===== src/moc_pkg.sv =====
// ----------------------------------------------------------------------------
// moc_pkg
// Shared types and constants of the monomial order comparator: order codes,
// register indexes, running-sum width and the per-pair state snapshot.
// ----------------------------------------------------------------------------
package moc_pkg;

	// running degree sums saturate at this signed width
	localparam int SUM_W   = 22;
	localparam int SUM_MAX = 2097151;
	localparam int SUM_MIN = -2097152;

	// configuration port
	localparam int CFG_DATA_W  = 7;
	localparam int CFG_INDEX_W = 2;
	localparam int BLOCK_W     = 7;

	localparam logic [CFG_INDEX_W-1:0] REG_ORDER_MODE = 2'd0;
	localparam logic [CFG_INDEX_W-1:0] REG_BLOCK_SIZE = 2'd1;
	localparam logic [CFG_INDEX_W-1:0] REG_STRICT     = 2'd2;

	typedef enum logic [1:0] {
		ORDER_LEX       = 2'd0,
		ORDER_DEGLEX    = 2'd1,
		ORDER_DEGREVLEX = 2'd2,
		ORDER_BLOCK     = 2'd3
	} order_mode_t;

	// state of one finished vector pair, handed to the decision stage
	typedef struct packed {
		logic signed [SUM_W-1:0] head_sum_a;
		logic signed [SUM_W-1:0] head_sum_b;
		logic signed [SUM_W-1:0] tail_sum_a;
		logic signed [SUM_W-1:0] tail_sum_b;
		logic                    first_diff_seen;
		logic                    first_diff_a_greater;
		logic                    head_last_diff_seen;
		logic                    head_last_diff_a_less;
		logic                    tail_last_diff_seen;
		logic                    tail_last_diff_a_less;
	} pair_state_t;

endpackage


===== src/moc_decide.sv =====
// ----------------------------------------------------------------------------
// moc_decide
// Ranks monomial A against B from the state of a finished pair under the
// configured ordering, and flags whether both vectors are equal.
// ----------------------------------------------------------------------------
module moc_decide (
	input  moc_pkg::pair_state_t pair,
	input  moc_pkg::order_mode_t order_mode,
	input  logic                 strict,
	output logic                 a_greater,
	output logic                 vectors_equal
);

	localparam int TOT_W = moc_pkg::SUM_W + 1;

	logic signed [TOT_W-1:0] deg_a;
	logic signed [TOT_W-1:0] deg_b;
	logic                    eq_result;
	logic                    lex_result;
	logic                    revlex_result;
	logic                    block_result;

	// total degrees over both blocks
	assign deg_a = TOT_W'(pair.head_sum_a) + TOT_W'(pair.tail_sum_a);
	assign deg_b = TOT_W'(pair.head_sum_b) + TOT_W'(pair.tail_sum_b);

	assign eq_result  = !strict;
	assign lex_result = pair.first_diff_seen ? pair.first_diff_a_greater : eq_result;

	// reverse lex tie break: last differing position, smaller exponent wins
	always_comb begin
		if (pair.tail_last_diff_seen) begin
			revlex_result = pair.tail_last_diff_a_less;
		end else if (pair.head_last_diff_seen) begin
			revlex_result = pair.head_last_diff_a_less;
		end else begin
			revlex_result = eq_result;
		end
	end

	// two-block order: head block first, then tail block
	always_comb begin
		if (pair.head_sum_a != pair.head_sum_b) begin
			block_result = pair.head_sum_a > pair.head_sum_b;
		end else if (pair.head_last_diff_seen) begin
			block_result = pair.head_last_diff_a_less;
		end else if (pair.tail_sum_a != pair.tail_sum_b) begin
			block_result = pair.tail_sum_a > pair.tail_sum_b;
		end else if (pair.tail_last_diff_seen) begin
			block_result = pair.tail_last_diff_a_less;
		end else begin
			block_result = eq_result;
		end
	end

	// select by ordering
	always_comb begin
		case (order_mode)
			moc_pkg::ORDER_LEX: begin
				a_greater = lex_result;
			end
			moc_pkg::ORDER_DEGLEX: begin
				a_greater = (deg_a != deg_b) ? (deg_a > deg_b) : lex_result;
			end
			moc_pkg::ORDER_DEGREVLEX: begin
				a_greater = (deg_a != deg_b) ? (deg_a > deg_b) : revlex_result;
			end
			default: begin
				a_greater = block_result;
			end
		endcase
	end

	assign vectors_equal = !pair.first_diff_seen;

endmodule


===== src/monomial_order_compare.sv =====
// ----------------------------------------------------------------------------
// monomial_order_compare
// Streaming monomial order comparator: exponent pairs in, one rank result
// per vector pair out.
// ----------------------------------------------------------------------------
// Usage:
//   Input channel (in_valid / in_stall) carries exp_a, exp_b and last, one
//   variable position per transfer, lowest position first. The transfer with
//   last high closes a vector pair.
//   Output channel (out_valid / out_stall) carries a_greater and
//   vectors_equal, one transfer per vector pair.
//   Throughput: one input transfer per cycle, sustained, as long as the
//   output side takes results.
//   The result of a pair passes through the input register, the pair-state
//   snapshot and the result register. Registers order_mode, block_size and
//   strict are written through wr_en / wr_index / wr_data; the user must do
//   so only while no pair is in flight, which the block does not enforce.
//   Reset clears all per-pair state and loads order_mode = degree reverse
//   lex, block_size = 16, strict = 0.
//   When the receiver stalls, the result register holds; the stages behind
//   it keep filling and in_stall rises once a closing transfer can not move.
// ----------------------------------------------------------------------------
module monomial_order_compare #(
	parameter int MAX_VARS  = 64,
	parameter int EXP_WIDTH = 16
) (
	input  logic                                clk,
	input  logic                                arst_n,
	// configuration
	input  logic                                wr_en,
	input  logic [moc_pkg::CFG_INDEX_W-1:0]     wr_index,
	input  logic [moc_pkg::CFG_DATA_W-1:0]      wr_data,
	// input channel
	input  logic                                in_valid,
	output logic                                in_stall,
	input  logic signed [EXP_WIDTH-1:0]         exp_a,
	input  logic signed [EXP_WIDTH-1:0]         exp_b,
	input  logic                                last,
	// output channel
	output logic                                out_valid,
	input  logic                                out_stall,
	output logic                                a_greater,
	output logic                                vectors_equal
);

	localparam int SUM_W = moc_pkg::SUM_W;
	localparam int POS_W = $clog2(MAX_VARS + 1);
	localparam int CMP_W = (POS_W > moc_pkg::BLOCK_W) ? POS_W : moc_pkg::BLOCK_W;
	localparam int ADD_W = ((EXP_WIDTH > SUM_W) ? EXP_WIDTH : SUM_W) + 1;
	localparam logic [POS_W-1:0]       POS_LIMIT = POS_W'(MAX_VARS);
	localparam logic signed [ADD_W-1:0] SAT_HI   = ADD_W'(moc_pkg::SUM_MAX);
	localparam logic signed [ADD_W-1:0] SAT_LO   = ADD_W'(moc_pkg::SUM_MIN);

	// configuration registers
	moc_pkg::order_mode_t              order_mode_q;
	logic [moc_pkg::BLOCK_W-1:0]       block_size_q;
	logic                              strict_q;

	// stage 1: input register
	logic                              valid_s1;
	logic signed [EXP_WIDTH-1:0]       exp_a_s1;
	logic signed [EXP_WIDTH-1:0]       exp_b_s1;
	logic                              last_s1;

	// running per-pair state
	logic [POS_W-1:0]                  position_q;
	moc_pkg::pair_state_t              pair_q;
	moc_pkg::pair_state_t              pair_next;

	// stage 2: snapshot of a finished pair
	logic                              valid_s2;
	moc_pkg::pair_state_t              pair_s2;

	// result register
	logic                              out_valid_q;
	logic                              a_greater_q;
	logic                              vectors_equal_q;
	logic                              dec_a_greater;
	logic                              dec_vectors_equal;

	// handshake
	logic                              ready_out;
	logic                              ready_s2;
	logic                              fire_s1;
	logic                              ready_s1;
	logic                              in_xfer;

	// datapath of the update step
	logic                              in_head;
	logic                              differ;
	logic signed [ADD_W-1:0]           raw_a;
	logic signed [ADD_W-1:0]           raw_b;
	logic signed [SUM_W-1:0]           sat_a;
	logic signed [SUM_W-1:0]           sat_b;

	// backpressure chain
	assign ready_out = !out_valid_q || !out_stall;
	assign ready_s2  = !valid_s2 || ready_out;
	assign fire_s1   = valid_s1 && (!last_s1 || ready_s2);
	assign ready_s1  = !valid_s1 || fire_s1;
	assign in_stall  = !ready_s1;
	assign in_xfer   = in_valid && ready_s1;

	// write configuration registers
	always_ff @(posedge clk or negedge arst_n) begin
		if (!arst_n) begin
			order_mode_q <= moc_pkg::ORDER_DEGREVLEX;
			block_size_q <= moc_pkg::BLOCK_W'(16);
			strict_q     <= 1'b0;
		end else if (wr_en) begin
			unique case (wr_index)
				moc_pkg::REG_ORDER_MODE: order_mode_q <= moc_pkg::order_mode_t'(wr_data[1:0]);
				moc_pkg::REG_BLOCK_SIZE: block_size_q <= wr_data[moc_pkg::BLOCK_W-1:0];
				moc_pkg::REG_STRICT:     strict_q     <= wr_data[0];
				default: begin
				end
			endcase
		end
	end

	// capture input transfer
	always_ff @(posedge clk or negedge arst_n) begin
		if (!arst_n) begin
			valid_s1 <= 1'b0;
		end else if (ready_s1) begin
			valid_s1 <= in_valid;
		end
	end

	always_ff @(posedge clk) begin
		if (in_xfer) begin
			exp_a_s1 <= exp_a;
			exp_b_s1 <= exp_b;
			last_s1  <= last;
		end
	end

	// add into the head or tail block and saturate
	assign in_head = CMP_W'(position_q) < CMP_W'(block_size_q);
	assign differ  = exp_a_s1 != exp_b_s1;
	assign raw_a   = ADD_W'(in_head ? pair_q.head_sum_a : pair_q.tail_sum_a) + ADD_W'(exp_a_s1);
	assign raw_b   = ADD_W'(in_head ? pair_q.head_sum_b : pair_q.tail_sum_b) + ADD_W'(exp_b_s1);

	always_comb begin
		if (raw_a > SAT_HI) begin
			sat_a = SUM_W'(SAT_HI);
		end else if (raw_a < SAT_LO) begin
			sat_a = SUM_W'(SAT_LO);
		end else begin
			sat_a = SUM_W'(raw_a);
		end
		if (raw_b > SAT_HI) begin
			sat_b = SUM_W'(SAT_HI);
		end else if (raw_b < SAT_LO) begin
			sat_b = SUM_W'(SAT_LO);
		end else begin
			sat_b = SUM_W'(raw_b);
		end
	end

	// update sums and difference flags for the current position
	always_comb begin
		pair_next = pair_q;
		if (in_head) begin
			pair_next.head_sum_a = sat_a;
			pair_next.head_sum_b = sat_b;
		end else begin
			pair_next.tail_sum_a = sat_a;
			pair_next.tail_sum_b = sat_b;
		end
		if (differ) begin
			if (!pair_q.first_diff_seen) begin
				pair_next.first_diff_seen      = 1'b1;
				pair_next.first_diff_a_greater = exp_a_s1 > exp_b_s1;
			end
			if (in_head) begin
				pair_next.head_last_diff_seen   = 1'b1;
				pair_next.head_last_diff_a_less = exp_a_s1 < exp_b_s1;
			end else begin
				pair_next.tail_last_diff_seen   = 1'b1;
				pair_next.tail_last_diff_a_less = exp_a_s1 < exp_b_s1;
			end
		end
	end

	// advance running state, clear it when a pair closes
	always_ff @(posedge clk or negedge arst_n) begin
		if (!arst_n) begin
			position_q <= '0;
			pair_q     <= '0;
		end else if (fire_s1) begin
			if (last_s1) begin
				position_q <= '0;
				pair_q     <= '0;
			end else begin
				pair_q <= pair_next;
				if (position_q != POS_LIMIT) begin
					position_q <= position_q + POS_W'(1);
				end
			end
		end
	end

	// hand the finished pair to the decision stage
	always_ff @(posedge clk or negedge arst_n) begin
		if (!arst_n) begin
			valid_s2 <= 1'b0;
		end else if (ready_s2) begin
			valid_s2 <= fire_s1 && last_s1;
		end
	end

	always_ff @(posedge clk) begin
		if (ready_s2 && fire_s1 && last_s1) begin
			pair_s2 <= pair_next;
		end
	end

	moc_decide u_decide (
		.pair          (pair_s2),
		.order_mode    (order_mode_q),
		.strict        (strict_q),
		.a_greater     (dec_a_greater),
		.vectors_equal (dec_vectors_equal)
	);

	// result register: hold while stalled
	always_ff @(posedge clk or negedge arst_n) begin
		if (!arst_n) begin
			out_valid_q <= 1'b0;
		end else if (ready_out) begin
			out_valid_q <= valid_s2;
		end
	end

	always_ff @(posedge clk) begin
		if (ready_out && valid_s2) begin
			a_greater_q     <= dec_a_greater;
			vectors_equal_q <= dec_vectors_equal;
		end
	end

	assign out_valid     = out_valid_q;
	assign a_greater     = a_greater_q;
	assign vectors_equal = vectors_equal_q;

endmodule


===== config.mk =====
export PLATFORM = sky130hd
export DESIGN_NAME = monomial_order_compare
export DESIGN_NICKNAME = d
export VERILOG_FILES = /design/src/moc_pkg.sv /design/src/moc_decide.sv /design/src/monomial_order_compare.sv
export SDC_FILE = /design/constraint.sdc
export NUM_CORES = 1
export LEC_CHECK = 0
export ABC_AREA = 1
export BUFFER_PORTS_ARGS = -buffer_cell sky130_fd_sc_hd__buf_4
export CORE_ASPECT_RATIO = 1.25
export CORE_MARGIN = 3
export CORE_UTILIZATION = 37
export CTS_BUF_LIST = sky130_fd_sc_hd__clkbuf_16
export DETAILED_ROUTE_END_ITERATION = 8
export HOLD_SLACK_MARGIN = 0.05
export PLACE_DENSITY = 0.51
export SYNTH_ARGS = -nofsm -noshare
export SYNTH_HDL_FRONTEND = slang
export SYNTH_HIERARCHICAL = 1
export SYNTH_SLANG_ARGS = --single-unit

===== constraint.sdc =====
create_clock -name clk -period 4.1 [get_ports clk]
set_input_delay 0.82 -clock clk [delete_from_list [all_inputs] [get_ports clk]]
set_output_delay 0.82 -clock clk [all_outputs]
set_load 0.01 [all_outputs]

## After elaboration in Yosys (flattened, before gate mapping)

Cells that the tools add are included.

| storage, ports and cells | value |
|---|---|
| bits in registers | 243 |
| input port bits | 47 |
| output and inout port bits | 4 |
| logic and storage cells | 106 |

| cells by class | value |
|---|---|
| add/subtract/negate cells | 5 |
| $lt $le $gt $ge | 10 |
| eq/ne operators | 9 |
| multiplexer cells | 25 |
| reduce and logical (&&, ||, !) cells | 25 |

Operators with widths:

| kind | number |
|---|---|
| $mux 94 | 1 |
| $mux 22 | 4 |
| $mux 44 | 2 |
| $add 22x22->23 | 2 |
| $add 23x16->23 | 2 |
| $gt 23x22->1 const B | 2 |
| $lt 23x22->1 const B | 2 |
| $mux 23 | 2 |
| $gt 22x22->1 | 2 |
| $ne 22x22->1 | 2 |
| $gt 23x23->1 | 1 |
| $ne 23x23->1 | 1 |
| $gt 16x16->1 | 1 |
| $lt 16x16->1 | 1 |
| $ne 16x16->1 | 1 |
| $mux 7 | 2 |
| $mux 1 | 10 |
| $logic_not 1->1 | 8 |
| $reduce_and 2->1 | 4 |
| $add 7x1->7 const B | 1 |
| $lt 7x7->1 | 1 |
| $ne 7x7->1 const B | 1 |
| $logic_and 1x1->1 | 6 |
| $mux 6 | 1 |
| 7 further kinds | 14 |

## Depth between registers and ports, before layout

| logic depth | value |
|---|---|
| depth in word-level cells | 8 |
| mapped depth | 27 |
| gate-level depth less buffers | 24 |

## Modules after synthesis

Netlist, hierarchy kept.

By module, submodules not included:

| module | instances | cells each | area an instance (µm²) | sequential area each (µm²) |
|---|---|---|---|---|
| monomial_order_compare | 1 | 1788 | 15129.5 | 6729.0 |
| moc_decide | 1 | 735 | 4379.2 | 0.0 |

## Least setup slack after synthesis

No wires, ideal clock.

| timing path | value |
|---|---|
| kind | input to register |
| start point | input port out_stall |
| end point | register pair_s2[0] (netlist name) (enable) |
| setup time | 0.449 ns |
| data arrival time | 3.288 ns |
| required time | 3.651 ns |
| slack | 0.363 ns |
| stages | 7 |
| buffers on the path | 0 |
| cell sequence | nand2_1 -> nor2_1 -> inv_1 -> nor2_1 -> nor2_2 -> nand2_1 -> inv_1 |

| on the way | value |
|---|---|
| cells in the longest elaborated chain, start to end | 7 |

RTL lines:

| item | line | source |
|---|---|---|
| start, declared | monomial_order_compare.sv:41 | `input logic out_stall,` |
| $logic_not 1->1 * | monomial_order_compare.sv:97 | `assign ready_out = !out_valid_q \|\| !out_stall;` |
| $logic_or 1x1->1 * | monomial_order_compare.sv:97 |  |
| $logic_or 1x1->1 * | monomial_order_compare.sv:98 | `assign ready_s2 = !valid_s2 \|\| ready_out;` |
| $logic_or 1x1->1 | monomial_order_compare.sv:99 | `assign fire_s1 = valid_s1 && (!last_s1 \|\| ready_s2);` |
| $logic_and 1x1->1 | monomial_order_compare.sv:99 |  |
| $logic_and 1x1->1 * (2 in series) | monomial_order_compare.sv:214 | `if (ready_s2 && fire_s1 && last_s1) begin` |
| end signal, assigned | monomial_order_compare.sv:215 | `pair_s2 <= pair_next;` |
| end, declared | monomial_order_compare.sv:72 | `moc_pkg::pair_state_t pair_s2;` |

Mark *: on every way between the ends. The rest lies on a longest branch, timed or not.
A chain may end at the register's enable or synchronous reset.

==> summary.md <==
| Metric | Value |
|---|---|
| Core box area | `51900 sq um` |
| Worst setup EP type | `flip-flop` |
| TritonCTS Sinks | `243` |
| Pin count of the biggest net entering global routing | `89` |
| PwrDens | `697 nW/um^2` |
| CTS tree | `built` |
| FF-to-FF End | `pair_s2[54]` |
| Sequential fraction of the synthesis area | `34.5%` |
| Flop-to-flop setup slack | `0.13 ns` |
| Initial DRC Count | `955` |
| Vias | `16900` |
| CTS buffer count | `28` |
| First-pass GRT wire length | `93900 microns` |
| Io pins | `51` |
| CTS root buffer | `clkbuf_16` |
| Antenna diodes | `0` |
| Share of cells above drive strength 1 | `20.1%` |
| DP HPWL | `48800 microns` |
| Worst Path Max Fanout | `8` |
| WL final | `62300 microns` |
| Critical path launch point type | `flip-flop` |
| Delay-heaviest family, CP | `simple AND/OR/NAND/NOR gates` |
| Number of library cell types mapped by synthesis | `56` |
| Ys flop type | `edfxtp_1` |
| Crit share post-route | `96.8%` |
| Pins Over Slew Limit | `0` |
| Die W | `211 microns` |
| GRT overflow | `0` |
| Setup Viol. Count Final | `0` |
| Cells after DPL | `3326` |
| GRT Total Usage | `21.5%` |
| WS Path Type | `flip-flop to flip-flop` |
| Antenna violations before repair | `0` |
| Vias in the first global route | `16600` |
| Worst path bufs/invs | `6` |
| Critical Path RT | `4.42 ns` |
| Post-synth EDFFs | `129` |
| Fin. Hold Viols | `0` |
| Max incr delay on CP | `0.52 ns` |
| Clock Latency Late Sink | `0.57 ns` |
| Drt via density | `4.96` |
| DR WL/cell | `18.3 microns` |
| Clk buf depth | `3` |
| Crit-path most repeated cell | `nand2_1` |
| DR pass1 iterations | `5` |
| Post-synthesis async set-or-reset flop share | `46.9%` |
| Cell with the most instances after synthesis | `nand2_1` |
| Actual slew at the worst max-slew pin | `1.05 ns` |
| Clock transition at path regs | `0.06 ns` |
| Post-synth top area share | `19.9%` |
| Avg Cell Area, Syn | `7.73 sq um` |
| Syn. warnings | `6` |
| Fmax | `252 MHz` |
| DRC Markers | `0` |
| Fin crit period | `3.97 ns` |
| Util after Layout | `44.9%` |
| NumNets Final | `2955` |
| Row count | `93` |
| Htree depth | `1` |
| Synth Cell Area | `19500 sq um` |
| Number of synthesized register bits | `243` |
| Worst min-delay path class | `input port to async pin` |
| Placer Congestion | `0.953` |
| Leak | `0.0117 uW` |
| Post-DRT Antenna Nets | `0` |
| Post-Synthesis Cells | `2523` |
| Arrival time at the worst endpoint | `4.28 ns` |
| Launching point of the worst reg2reg path | `block_size_q[4]` |
| Worst R2R Path Depth | `24` |
| Port bufs | `50` |
| Relative slew slack | `30.1%` |
| Post-synth top cells | `nand2_1 (730), inv_1 (315), ha_1 (186), nand3_1 (163), nor2_1 (144)` |
| Die area | `55500 sq um` |
| Peak VDD IR | `323 uV` |
| Syn Nets | `2760` |
| Max Cap Viol | `0` |
| Chip height | `263 microns` |
| Top post-synthesis cells by area | `edfxtp_1 (20%), dfrtp_1 (14%), nand2_1 (14%), ha_1 (12%), inv_1 (6.1%)` |
| Status | `completed` |
| Final Non-Filler Cells | `3405` |
| Initial core utilization | `37.6%` |
| Crit path max-delay cell type | `dfstp_2` |
| Area Growth Syn to Fin | `19.4%` |
| Cell Chain, Critical Path | `inv_1, ha_4, a21oi_2, o21a_2, buf_12, nand2_8, buf_12, clkbuf_16, nand2_1, o21ai_1, ha_1, nand2_1, nand2_1, nand2_1, nand2_1, a21oi_1, buf_4, nand3_2, nand2_1, nand2_2, nand3_4, clkbuf_16, nand3_2, and2_1` |
| Largest area contributor in the netlist | `edfxtp_1` |
| Skew final | `0.0169 ns` |
-- layer usage --
metal  share of wire [%]  wire (microns)  global-route usage [%]
met1                  46           28400                    29.2
met5                   0               0                       0
met4                 3.4            2140                    6.59
met3                 3.4            2120                    1.92
met2                  48           29700                    36.3
-- worst max path at each step --
stage / from / end / slack, ns / cells after the start
2_1_floorplan: out_stall / pair_s2[0] / 0.36 / 7
3_3_place_gp: block_size_q[4] / pair_s2[67] / -0.28 / 22
3_5_place_dp: block_size_q[4] / pair_s2[67] / -0.25 / 22
4_1_cts: block_size_q[4] / pair_s2[72] / 0.004 / 21
5_1_grt: block_size_q[4] / pair_q[61] / -0.04 / 25
6_report: block_size_q[4] / pair_s2[54] / 0.13 / 24
-- repair_timing --
action | CTS | global route
pin swaps | 0 | 21
cloned | 0 | 10
hold buffers | 0 | 0
buffers inserted | 0 | 17
endpoints found under the setup margin | 135 | 172
resized for setup | 14 | 93
-- flip-flops by register name, indices dropped and copies added (netlist names) --
register / flops
valid_s2: 1
a_greater: 1
order_mode_q: 2
out_valid: 1
vectors_equal: 1
block_size_q: 7
exp_b_s1: 16
pair_q: 94
position_q: 7
valid_s1: 1
exp_a_s1: 16
last_s1: 1
strict_q: 1
pair_s2: 94
-- kinds of logic (layout without fill, tap and decap cells) --
family	after synthesis	after routing	share of synthesized area, %
simple gates	1382	1384	34.4
buf+inv	381	596	8.27
compound gates	266	266	7.77
flops	243	243	34.5
fa+ha+maj	190	190	12.3
xor+xnor	61	61	2.74
-- cell usage in the layout, fill, tap and decap left out, types with 14 or more instances in the layout --
cell type | netlist | routed
nand2_4 | 22 | 23
o21bai_1 | 22 | 22
buf_12 | 6 | 19
nor2_1 | 144 | 136
o21ai_1 | 2 | 19
a21oi_2 | 5 | 15
nand2_2 | 33 | 47
buf_4 | 3 | 191
xor2_1 | 36 | 36
nand3_1 | 163 | 163
ha_1 | 186 | 173
o21ai_0 | 94 | 65
or2_2 | 42 | 42
nand3_2 | 84 | 84
a21oi_1 | 108 | 97
and2_1 | 89 | 89
nor2_2 | 9 | 14
o21ai_2 | 4 | 14
edfxtp_1 | 129 | 129
nand2_1 | 730 | 714
dfrtp_1 | 112 | 111
xnor2_1 | 25 | 25
inv_1 | 315 | 318
clkbuf_16 | 0 | 36
nor3_1 | 20 | 20
nand4_1 | 25 | 25
-- power by group --
group / leakage, uW / switching [uW] / internal [uW] / total [uW]
Combinational: 0.00845 / 5880 / 4170 / 10000
Clock: 0.000482 / 1080 / 1480 / 2560
Sequential: 0.00273 / 405 / 3220 / 3630
Total: 0.0117 / 7360 / 8870 / 16200
-- stage by stage --
stage	setup TNS (ns)	total power (uW)	hold slack (ns)	cell area, sq um	setup WS (ns)
floorplan	0	10000	0.433	19500	0.363
global placement	-17.26	13100	0.444	21700	-0.278
detailed placement	-13.11	13200	0.457	21700	-0.248
CTS	0	15800	0.397	22600	0.00361
global route	-0.450	17600	0.405	23300	-0.0352
finish	0	16200	0.363	23300	0.133
-- cell type report --
type,instances,area [sq um]
fill,5189,28600
multi-input combinational,1901,11500
sequential,243,6730
timing repair buffer,223,2080
inverter,321,1210
tap,665,832
clock buffer,29,726
clock inverter,23,201
(Power assumes the default switching activity.)
